===== config.mk =====
export PLATFORM = sky130hd
export DESIGN_NAME = radix_text_to_integer
export DESIGN_NICKNAME = d
export VERILOG_FILES = /design/src/rtti_pkg.sv /design/src/rtti_cfg.sv /design/src/rtti_step.sv /design/src/rtti_out.sv /design/src/radix_text_to_integer.sv
export SDC_FILE = /design/constraint.sdc
export NUM_CORES = 2
export LEC_CHECK = 0
export ABC_AREA = 1
export CORE_ASPECT_RATIO = 0.6
export CORE_MARGIN = 4
export CORE_UTILIZATION = 50
export DETAILED_ROUTE_END_ITERATION = 10
export DONT_BUFFER_PORTS = 1
export PLACE_DENSITY_LB_ADDON = 0.2
export SLEW_MARGIN = 20
export SYNTH_ARGS = -nofsm -noshare
export SYNTH_HDL_FRONTEND = slang
export SYNTH_SLANG_ARGS = --single-unit

===== constraint.sdc =====
create_clock -name clk_i -period 20.8 [get_ports clk_i]
set_input_delay 0 -clock clk_i [delete_from_list [all_inputs] [get_ports clk_i]]
set_output_delay 0 -clock clk_i [all_outputs]
set_load 0.01 [all_outputs]

===== src/rtti_pkg.sv =====
// Shared types, codes and helper functions for the radix text-to-integer parser.
// Used by every module of the block; it depends on nothing else.
package rtti_pkg;

  // Field and port widths.
  localparam int ValW   = 64;
  localparam int StopW  = 16;
  localparam int CharW  = 8;
  localparam int RadixW = 6;
  localparam int RwW    = 7;
  localparam int IdxW   = 2;
  localparam int CfgW   = 7;

  // Register reset values.
  localparam logic [RadixW-1:0] RadixReset  = 6'd10;
  localparam logic              SignedReset = 1'b1;
  localparam logic [RwW-1:0]    WidthReset  = 7'd32;

  // Radix limits.
  localparam logic [RadixW-1:0] RadixMin = 6'd2;
  localparam logic [RadixW-1:0] RadixMax = 6'd36;

  // Characters of interest.
  localparam logic [CharW-1:0] CharZero  = 8'h30;
  localparam logic [CharW-1:0] CharNine  = 8'h39;
  localparam logic [CharW-1:0] CharLowA  = 8'h61;
  localparam logic [CharW-1:0] CharLowZ  = 8'h7a;
  localparam logic [CharW-1:0] CharMinus = 8'h2d;
  localparam logic [CharW-1:0] LetterBias = 8'h57;   // 'a' - 10
  localparam logic [RadixW-1:0] NoDigit  = 6'd36;

  // Saturation point of the character counter.
  localparam logic [StopW-1:0] CountMax = {StopW{1'b1}};

  // Parse phases.
  localparam logic [1:0] PH_IDLE    = 2'd0;
  localparam logic [1:0] PH_START   = 2'd1;
  localparam logic [1:0] PH_DIGITS  = 2'd2;
  localparam logic [1:0] PH_STOPPED = 2'd3;

  typedef enum logic [1:0] {
    ST_OK      = 2'd0,
    ST_INVALID = 2'd1,
    ST_RANGE   = 2'd2
  } status_e;

  typedef enum logic [IdxW-1:0] {
    REG_RADIX  = 2'd0,
    REG_SIGNED = 2'd1,
    REG_WIDTH  = 2'd2
  } cfg_reg_e;

  typedef enum logic [1:0] {
    W8  = 2'd0,
    W16 = 2'd1,
    W32 = 2'd2,
    W64 = 2'd3
  } width_e;

  // Effective configuration handed to the parser.
  typedef struct packed {
    logic [RadixW-1:0] radix;
    logic              signed_mode;
    width_e            width;
  } cfg_t;

  // One result beat.
  typedef struct packed {
    logic [ValW-1:0]  value;
    status_e          status;
    logic [StopW-1:0] stop;
  } result_t;

  // Digit value of a character, NoDigit when it is not in 0-9 or a-z.
  function automatic logic [RadixW-1:0] digit_of(input logic [CharW-1:0] c);
    logic [CharW-1:0] off;
    if (c inside {[CharZero:CharNine]}) begin
      off = c - CharZero;
    end else if (c inside {[CharLowA:CharLowZ]}) begin
      off = c - LetterBias;
    end else begin
      off = {2'b00, NoDigit};
    end
    return off[RadixW-1:0];
  endfunction

  // Largest unsigned value of the destination width.
  function automatic logic [ValW-1:0] width_mask(input width_e w);
    logic [ValW-1:0] m;
    case (w)
      W8:      m = 64'h0000_0000_0000_00ff;
      W16:     m = 64'h0000_0000_0000_ffff;
      W32:     m = 64'h0000_0000_ffff_ffff;
      default: m = 64'hffff_ffff_ffff_ffff;
    endcase
    return m;
  endfunction

  // Weight of the sign bit of the destination width.
  function automatic logic [ValW-1:0] sign_weight(input width_e w);
    logic [ValW-1:0] h;
    case (w)
      W8:      h = 64'h0000_0000_0000_0080;
      W16:     h = 64'h0000_0000_0000_8000;
      W32:     h = 64'h0000_0000_8000_0000;
      default: h = 64'h8000_0000_0000_0000;
    endcase
    return h;
  endfunction

endpackage


===== src/rtti_cfg.sv =====
// Configuration registers of the parser and their decode to effective values.
// Depends on rtti_pkg.
module rtti_cfg import rtti_pkg::*; (
  input  logic            clk_i,
  input  logic            rst_ni,
  input  logic            cfg_we_i,
  input  logic [IdxW-1:0] cfg_index_i,
  input  logic [CfgW-1:0] cfg_data_i,
  output cfg_t            cfg_o
);

  logic [RadixW-1:0] radix_q, radix_d;
  logic              signed_q, signed_d;
  logic [RwW-1:0]    width_q, width_d;

  // Register write decode.
  always_comb begin
    radix_d  = radix_q;
    signed_d = signed_q;
    width_d  = width_q;
    if (cfg_we_i) begin
      case (cfg_index_i)
        REG_RADIX:  radix_d  = cfg_data_i[RadixW-1:0];
        REG_SIGNED: signed_d = cfg_data_i[0];
        REG_WIDTH:  width_d  = cfg_data_i[RwW-1:0];
        default: ;
      endcase
    end
  end

  always_ff @(posedge clk_i or negedge rst_ni) begin
    if (!rst_ni) begin
      radix_q  <= RadixReset;
      signed_q <= SignedReset;
      width_q  <= WidthReset;
    end else begin
      radix_q  <= radix_d;
      signed_q <= signed_d;
      width_q  <= width_d;
    end
  end

  // The radix saturates to its legal range; the width rounds up to a standard size.
  always_comb begin
    if (radix_q < RadixMin) begin
      cfg_o.radix = RadixMin;
    end else if (radix_q > RadixMax) begin
      cfg_o.radix = RadixMax;
    end else begin
      cfg_o.radix = radix_q;
    end
    cfg_o.signed_mode = signed_q;
    if (width_q <= 7'd8) begin
      cfg_o.width = W8;
    end else if (width_q <= 7'd16) begin
      cfg_o.width = W16;
    end else if (width_q <= 7'd32) begin
      cfg_o.width = W32;
    end else begin
      cfg_o.width = W64;
    end
  end

endmodule


===== src/rtti_step.sv =====
// Input register and parse state: one character beat is folded into the accumulated
// magnitude per cycle unless the output register is held. Depends on rtti_pkg.
module rtti_step import rtti_pkg::*; (
  input  logic             clk_i,
  input  logic             rst_ni,
  input  logic             in_valid_i,
  output logic             in_ready_o,
  input  logic [CharW-1:0] char_code_i,
  input  logic             is_first_i,
  input  logic             is_last_i,
  input  cfg_t             cfg_i,
  input  logic             slot_free_i,
  output logic             load_o,
  output result_t          result_o
);

  // Input register.
  logic             in_valid_q, in_valid_d;
  logic [CharW-1:0] char_q;
  logic             first_q;
  logic             last_q;

  // Parse state.
  logic [ValW-1:0]  mag_q, mag_d;
  logic             neg_q, neg_d;
  logic [StopW-1:0] count_q, count_d;
  logic [1:0]       phase_q, phase_d;

  logic adv;

  // The held beat moves on when the output register can take a result.
  assign adv        = in_valid_q && slot_free_i;
  assign in_ready_o = !in_valid_q || adv;
  assign in_valid_d = in_ready_o ? in_valid_i : in_valid_q;

  always_ff @(posedge clk_i or negedge rst_ni) begin
    if (!rst_ni) begin
      in_valid_q <= 1'b0;
    end else begin
      in_valid_q <= in_valid_d;
    end
  end

  always_ff @(posedge clk_i) begin
    if (in_valid_i && in_ready_o) begin
      char_q  <= char_code_i;
      first_q <= is_first_i;
      last_q  <= is_last_i;
    end
  end

  // Working view of the state: a first mark starts a fresh text.
  logic              active;
  logic [1:0]        cur_phase;
  logic [ValW-1:0]   cur_mag;
  logic              cur_neg;
  logic [StopW-1:0]  pos;
  logic [StopW-1:0]  count_n;
  logic [RadixW-1:0] dig;
  logic              is_digit;
  logic              is_minus;

  assign active    = first_q || (phase_q != PH_IDLE);
  assign cur_phase = first_q ? PH_START : phase_q;
  assign cur_mag   = first_q ? '0 : mag_q;
  assign cur_neg   = first_q ? 1'b0 : neg_q;
  assign pos       = first_q ? '0 : count_q;
  assign count_n   = (pos == CountMax) ? pos : pos + 16'd1;
  assign dig       = digit_of(char_q);
  assign is_digit  = dig < cfg_i.radix;
  assign is_minus  = (cur_phase == PH_START) && !cur_neg && cfg_i.signed_mode &&
                     (pos == '0) && (char_q == CharMinus);

  // Multiply-add with an exact overflow check against the destination width.
  logic [ValW+RadixW-1:0] prod;
  logic [ValW+RadixW:0]   acc;
  logic [ValW-1:0]        mask;
  logic                   ovf;

  assign mask = width_mask(cfg_i.width);
  assign prod = cur_mag * cfg_i.radix;
  assign acc  = {1'b0, prod} + {{(ValW+1){1'b0}}, dig};
  assign ovf  = acc > {{(RadixW+1){1'b0}}, mask};

  // Closing of a text: range check in signed mode and two's complement.
  logic [ValW-1:0] fin_mag;
  logic [ValW-1:0] half;
  status_e         fin_status;
  logic [ValW-1:0] fin_value;

  assign half = sign_weight(cfg_i.width);

  always_comb begin
    fin_status = ST_OK;
    // The width may have shrunk during the text, so an unsigned result is cut to it.
    fin_value  = fin_mag & mask;
    if (cfg_i.signed_mode) begin
      if (cur_neg) begin
        if (fin_mag > half) begin
          fin_status = ST_RANGE;
          fin_value  = '0;
        end else begin
          fin_value = '0 - fin_mag;
        end
      end else if (fin_mag >= half) begin
        fin_status = ST_RANGE;
        fin_value  = '0;
      end
    end
  end

  // Per-beat decision.
  always_comb begin
    mag_d           = mag_q;
    neg_d           = neg_q;
    count_d         = count_q;
    phase_d         = phase_q;
    fin_mag         = cur_mag;
    load_o          = 1'b0;
    result_o.value  = '0;
    result_o.status = ST_INVALID;
    result_o.stop   = pos;
    if (adv && active) begin
      mag_d   = cur_mag;
      neg_d   = cur_neg;
      count_d = count_n;
      if (cur_phase == PH_STOPPED) begin
        // Skipping the rest of a stopped text.
        phase_d = last_q ? PH_IDLE : PH_STOPPED;
      end else if (is_minus) begin
        // Leading minus sign.
        neg_d   = 1'b1;
        phase_d = last_q ? PH_IDLE : PH_START;
        if (last_q) begin
          load_o        = 1'b1;
          result_o.stop = count_n;
        end
      end else if (!is_digit) begin
        // Non-digit: close after digits, otherwise there is no number.
        load_o  = 1'b1;
        phase_d = last_q ? PH_IDLE : PH_STOPPED;
        if (cur_phase == PH_DIGITS) begin
          result_o.value  = fin_value;
          result_o.status = fin_status;
        end
      end else if (ovf) begin
        // The digit would exceed the destination width.
        load_o          = 1'b1;
        result_o.status = ST_RANGE;
        phase_d         = last_q ? PH_IDLE : PH_STOPPED;
      end else begin
        // Digit taken; the last one closes the text.
        mag_d   = acc[ValW-1:0];
        fin_mag = acc[ValW-1:0];
        phase_d = last_q ? PH_IDLE : PH_DIGITS;
        if (last_q) begin
          load_o          = 1'b1;
          result_o.value  = fin_value;
          result_o.status = fin_status;
          result_o.stop   = count_n;
        end
      end
    end
  end

  always_ff @(posedge clk_i or negedge rst_ni) begin
    if (!rst_ni) begin
      mag_q   <= '0;
      neg_q   <= 1'b0;
      count_q <= '0;
      phase_q <= PH_IDLE;
    end else begin
      mag_q   <= mag_d;
      neg_q   <= neg_d;
      count_q <= count_d;
      phase_q <= phase_d;
    end
  end

  // A first mark always restarts the count at one character.
  a_first_restarts: assert property (@(posedge clk_i) disable iff (!rst_ni)
    adv && first_q |=> count_q == 16'd1)
    else $error("count not restarted by first mark");

  // Characters outside a text give no result.
  a_idle_silent: assert property (@(posedge clk_i) disable iff (!rst_ni)
    adv && !first_q && phase_q == PH_IDLE |-> !load_o)
    else $error("result from a character outside a text");

  // A result is only produced into a free output slot.
  a_load_free: assert property (@(posedge clk_i) disable iff (!rst_ni)
    load_o |-> slot_free_i && in_valid_q)
    else $error("result produced while output register is held");

endmodule


===== src/rtti_out.sv =====
// Output register that holds one result beat until it is taken.
// Depends on rtti_pkg.
module rtti_out import rtti_pkg::*; (
  input  logic    clk_i,
  input  logic    rst_ni,
  input  logic    load_i,
  input  result_t result_i,
  input  logic    out_ready_i,
  output logic    out_valid_o,
  output logic    slot_free_o,
  output result_t result_o
);

  logic    out_valid_q, out_valid_d;
  result_t result_q;

  // The slot is free when empty or being emptied in this cycle.
  assign slot_free_o = !out_valid_q || out_ready_i;
  assign out_valid_d = load_i || (out_valid_q && !out_ready_i);

  always_ff @(posedge clk_i or negedge rst_ni) begin
    if (!rst_ni) begin
      out_valid_q <= 1'b0;
    end else begin
      out_valid_q <= out_valid_d;
    end
  end

  always_ff @(posedge clk_i) begin
    if (load_i) begin
      result_q <= result_i;
    end
  end

  assign out_valid_o = out_valid_q;
  assign result_o    = result_q;

  // A failed parse carries a zero value.
  a_zero_on_error: assert property (@(posedge clk_i) disable iff (!rst_ni)
    out_valid_q && result_q.status != ST_OK |-> result_q.value == '0)
    else $error("nonzero value with error status");

  // No number found stops within the sign position.
  a_invalid_pos: assert property (@(posedge clk_i) disable iff (!rst_ni)
    out_valid_q && result_q.status == ST_INVALID |-> result_q.stop <= 16'd1)
    else $error("invalid status past the sign position");

endmodule


===== src/radix_text_to_integer.sv =====
// Top level of the radix text-to-integer parser.
// Depends on rtti_pkg, rtti_cfg, rtti_step and rtti_out.
//
//   Channel  | Handshake               | Payload
//   ---------+-------------------------+-----------------------------------------
//   cfg      | cfg_we_i                | cfg_index_i, cfg_data_i
//   in       | in_valid_i / in_ready_o | char_code_i, is_first_i, is_last_i
//   out      | out_valid_o/out_ready_i | parsed_value_o, status_o, stop_index_o
//
// One character beat is taken per cycle unless a held result stalls it. The
// multiply-add by the radix and the range checks work on the input register, so
// a result, if any, is written to the output register when the beat moves on.
// Reset clears the parse state to idle and restores the register defaults.
// A held result stalls the input register; a new beat is still taken in the
// cycle in which the held result is taken.
module radix_text_to_integer import rtti_pkg::*; (
  input  logic             clk_i,
  input  logic             rst_ni,
  input  logic             cfg_we_i,
  input  logic [IdxW-1:0]  cfg_index_i,
  input  logic [CfgW-1:0]  cfg_data_i,
  input  logic             in_valid_i,
  output logic             in_ready_o,
  input  logic [CharW-1:0] char_code_i,
  input  logic             is_first_i,
  input  logic             is_last_i,
  output logic             out_valid_o,
  input  logic             out_ready_i,
  output logic [ValW-1:0]  parsed_value_o,
  output logic [1:0]       status_o,
  output logic [StopW-1:0] stop_index_o
);

  cfg_t    cfg;
  logic    slot_free;
  logic    load;
  result_t step_res;
  result_t out_res;

  rtti_cfg u_cfg (
    .clk_i       (clk_i),
    .rst_ni      (rst_ni),
    .cfg_we_i    (cfg_we_i),
    .cfg_index_i (cfg_index_i),
    .cfg_data_i  (cfg_data_i),
    .cfg_o       (cfg)
  );

  rtti_step u_step (
    .clk_i       (clk_i),
    .rst_ni      (rst_ni),
    .in_valid_i  (in_valid_i),
    .in_ready_o  (in_ready_o),
    .char_code_i (char_code_i),
    .is_first_i  (is_first_i),
    .is_last_i   (is_last_i),
    .cfg_i       (cfg),
    .slot_free_i (slot_free),
    .load_o      (load),
    .result_o    (step_res)
  );

  rtti_out u_out (
    .clk_i       (clk_i),
    .rst_ni      (rst_ni),
    .load_i      (load),
    .result_i    (step_res),
    .out_ready_i (out_ready_i),
    .out_valid_o (out_valid_o),
    .slot_free_o (slot_free),
    .result_o    (out_res)
  );

  // Result fields onto their ports.
  assign parsed_value_o = out_res.value;
  assign status_o       = out_res.status;
  assign stop_index_o   = out_res.stop;

endmodule

==> results.toml <==
[status]
outcome = "complete, no violations"

[cts]
ctsResizeCount = 0
cts_tree = "built"
clk_path_buf_depth = 3
clock_latency_ns = 0.50
h-tree-depth = 4
clk_pin_slew_ns = 0.08
post_cts_buffers = 0
root_buffer = "clkbuf_16"
cts_buffers = 25
cts.sinks = 191

[timing]
rsz0062_at_grt = "false"
setup_viol = 0
relSlewSlack = 0.2502
min_period_over_period = 0.6445
finalHoldViolCount = 0
period_minus_slack_ns = 13.40
fin_skew_ns = 0.02153
finalSetupTns_ns = 0
max_freq_ghz = 0.07460
setup_ws_ns = 7.395
drv_slew = 0
worstMarginPinSlew_ns = 1.113

[place]
io_buffers = 0
gp_congestion = 0.9651
pre_cts_ws_ns = 7.977
placed_cells = 5125
hpwl_mm = 75.74

[yosys]
synthTopCellsByArea = "fa_1, nand2_1, nor2_1"
synth_area_sq_um = 29650
yosysTopAreaCellShare = 0.1702
syn-instance-count = 4473
yosysMostFrequentCell = "nand2_1"
yosysSeqAreaShare = 0.1769
synth_commonest_cells = "nand2_1, nor2_1, inv_1"
synth-edff-count = 92
synthesis.nets = 4973
synth_flop_cell = "dfrtp_1"
synth_cell_types = 57
avgSynthCellArea_sq_um = 6.628
synthArstFlopShare = 0.5183
ys_warn_count = 0
yosys.area.top_type = "fa_1"
synth_seq_cells = 191

[route]
wire_per_inst_microns = 18.35
drc = 0
drt_wl_total_mm = 95.26
drt-initial-drc-count = 3136
ant_nets = 0
drt-pass1-iter-count = 8
vias_per_cell = 5.445
vias = 28267

[die]
io_pins = 108
die_y_microns = 196.6
die_w_microns = 322.4
rows = 68
die_area_sq_um = 63380
coreArea_sq_um = 58110
initial_core_util = 0.5102

[power_and_ir_drop]
ir_drop_v = 0.00006485
powerDensity_nw_per_um2 = 106.1
p_leak_nw = 16.62

[global_route]
grt_pass1_wl_mm = 150.8
antenna_found_initial = 1
overflow = 0
grt_usage = 0.3000
grt_max_degree = 100
grt_pass1_vias = 26803

[finish]
fin_cells = 5191
utilization = 0.5348
fin_nets = 4915
area_growth_pct = 4.833
fillers = 5892
final_layout_size_suffix_gt1_frac = 0.03189
diodes = 0

[critical_path]
critPathRequiredTime_ns = 21.18
crit_fanout = 63
crit_top_cell = "nand2_1"
worstSetupStartpointType = "flop"
endpoint_kind = "flop"
slowest_delay_ns = 0.87
slowest_stage = "dfrtp_1"
worstSetupPathType = "reg2reg"
arrival_ns = 13.78

[job]
maxCapViolCount = 0

[worst_hold_path]
hp-class = "in2async"
==> power by group <==
| group | internal, mW | total (mW) | switching (mW) |
|---|---|---|---|
| Sequential | 0.523 | 0.598 | 0.0751 |
| Combinational | 0.625 | 2.31 | 1.69 |
| Clock | 0.229 | 0.387 | 0.159 |
| Total | 1.38 | 3.30 | 1.92 |
==> area by class of cell <==
cell class,count,area [sq um],share of cell area
Multi-Input combinational cell,3337,20620,0.6636
Inverter,800,3007,0.09674
Clock inverter,4,45.04,0.001449
Sequential cell,191,5249,0.1689
Tap cell,770,963.4,0.03100
Clock buffer,29,640.6,0.02061
Timing Repair Buffer,60,550.5,0.01771
==> flip-flops by register name, indices dropped and copies added (netlist names) <==
signal,count
u_cfg.signed_q,1
u_step.last_q,1
u_step.phase_q,2
u_step.count_q,16
u_step.char_q,8
u_cfg.width_q,7
u_out.result_o,82
u_cfg.radix_q,6
u_step.first_q,1
u_step.mag_q,64
u_step.neg_q,1
u_step.in_valid_q,1
u_out.out_valid_o,1
==> per-stage QoR <==
| stage | power (mW) | area [sq um] | hold slack [ns] |
|---|---|---|---|
| final | 3.296 | 31080 | 0.09408 |
| after global routing | 3.579 | 31080 | 0.1285 |
| after CTS | 3.246 | 31080 | 0.1204 |
| after detailed placement | 2.834 | 30050 | -0.2881 |
| after global placement | 2.829 | 30050 | -0.2884 |
| after floorplan | 2.188 | 29650 | -0.2956 |
==> per-layer routing <==
layer | routed length, microns | track usage | part of all wire | up-vias
met5 | 167 | 0.01852 | 0.0018 | -
met4 | 2279 | 0.06473 | 0.024 | 2
met3 | 9436 | 0.06990 | 0.099 | 140
met2 | 39540 | 0.4404 | 0.42 | 1176
met1 | 43830 | 0.4478 | 0.46 | 13275
li1 | - | - | - | 13674
==> logic make-up (layout without fill, tap and decap cells) <==
logic type                 after synthesis  after routing  share of synthesized area
buffers and inverters                  945            893                     0.1286
adders and majority gates              476            476                     0.2647
xor gates and xnor gates               107            107                    0.03161
DFF                                    191            191                     0.1769
muxes                                    1              1                  0.0003798
AOI/OAI and AO/OA                      343            343                    0.06242
and+or+nand+nor                       2410           2410                     0.3354
==> timing repair <==
item	CTS	global route
hold buffers	33	0
hold endpoints to repair	135	0
endpoints found under the setup margin	0	0
==> critical path, delay by kind of cell, from the launching register on <==
kind / cells / cell delay, ns
AOI/OAI and AO/OA: 4 / 1.24
adders and majority gates: 7 / 2.74
buffers and inverters: 11 / 2.30
DFF: 1 / 0.87
and+or+nand+nor: 30 / 5.99
==> worst paths after layout <==
path / start / endpoint / slack [ns] / cells past startpoint
setup / recovery: u_cfg.radix_q[5] / u_out.result_o[21] / 7.40 / 52
hold / removal: rst_ni / u_step.mag_q[0] / 0.09 / 2
setup reg to reg: u_cfg.radix_q[5] / u_out.result_o[21] / 7.40 / 52
hold reg to reg: u_cfg.width_q[0] / u_cfg.width_q[0] / 0.49 / 2
max in group asynchronous: rst_ni / u_step.mag_q[50] / 20.23 / 2
min in group clk_i: char_code_i[4] / u_step.char_q[4] / 0.14 / 1
==> layout by cell type, fill, tap and decap left out, drive strengths merged, types with 92 or more instances in the layout <==
master / instances
a21oi: 128
dfrtp: 95
edfxtp: 92
fa: 252
ha: 224
inv: 793
nand2: 1146
nand3: 310
nor2: 817
o21ai: 169
(Power assumes the default switching activity.)
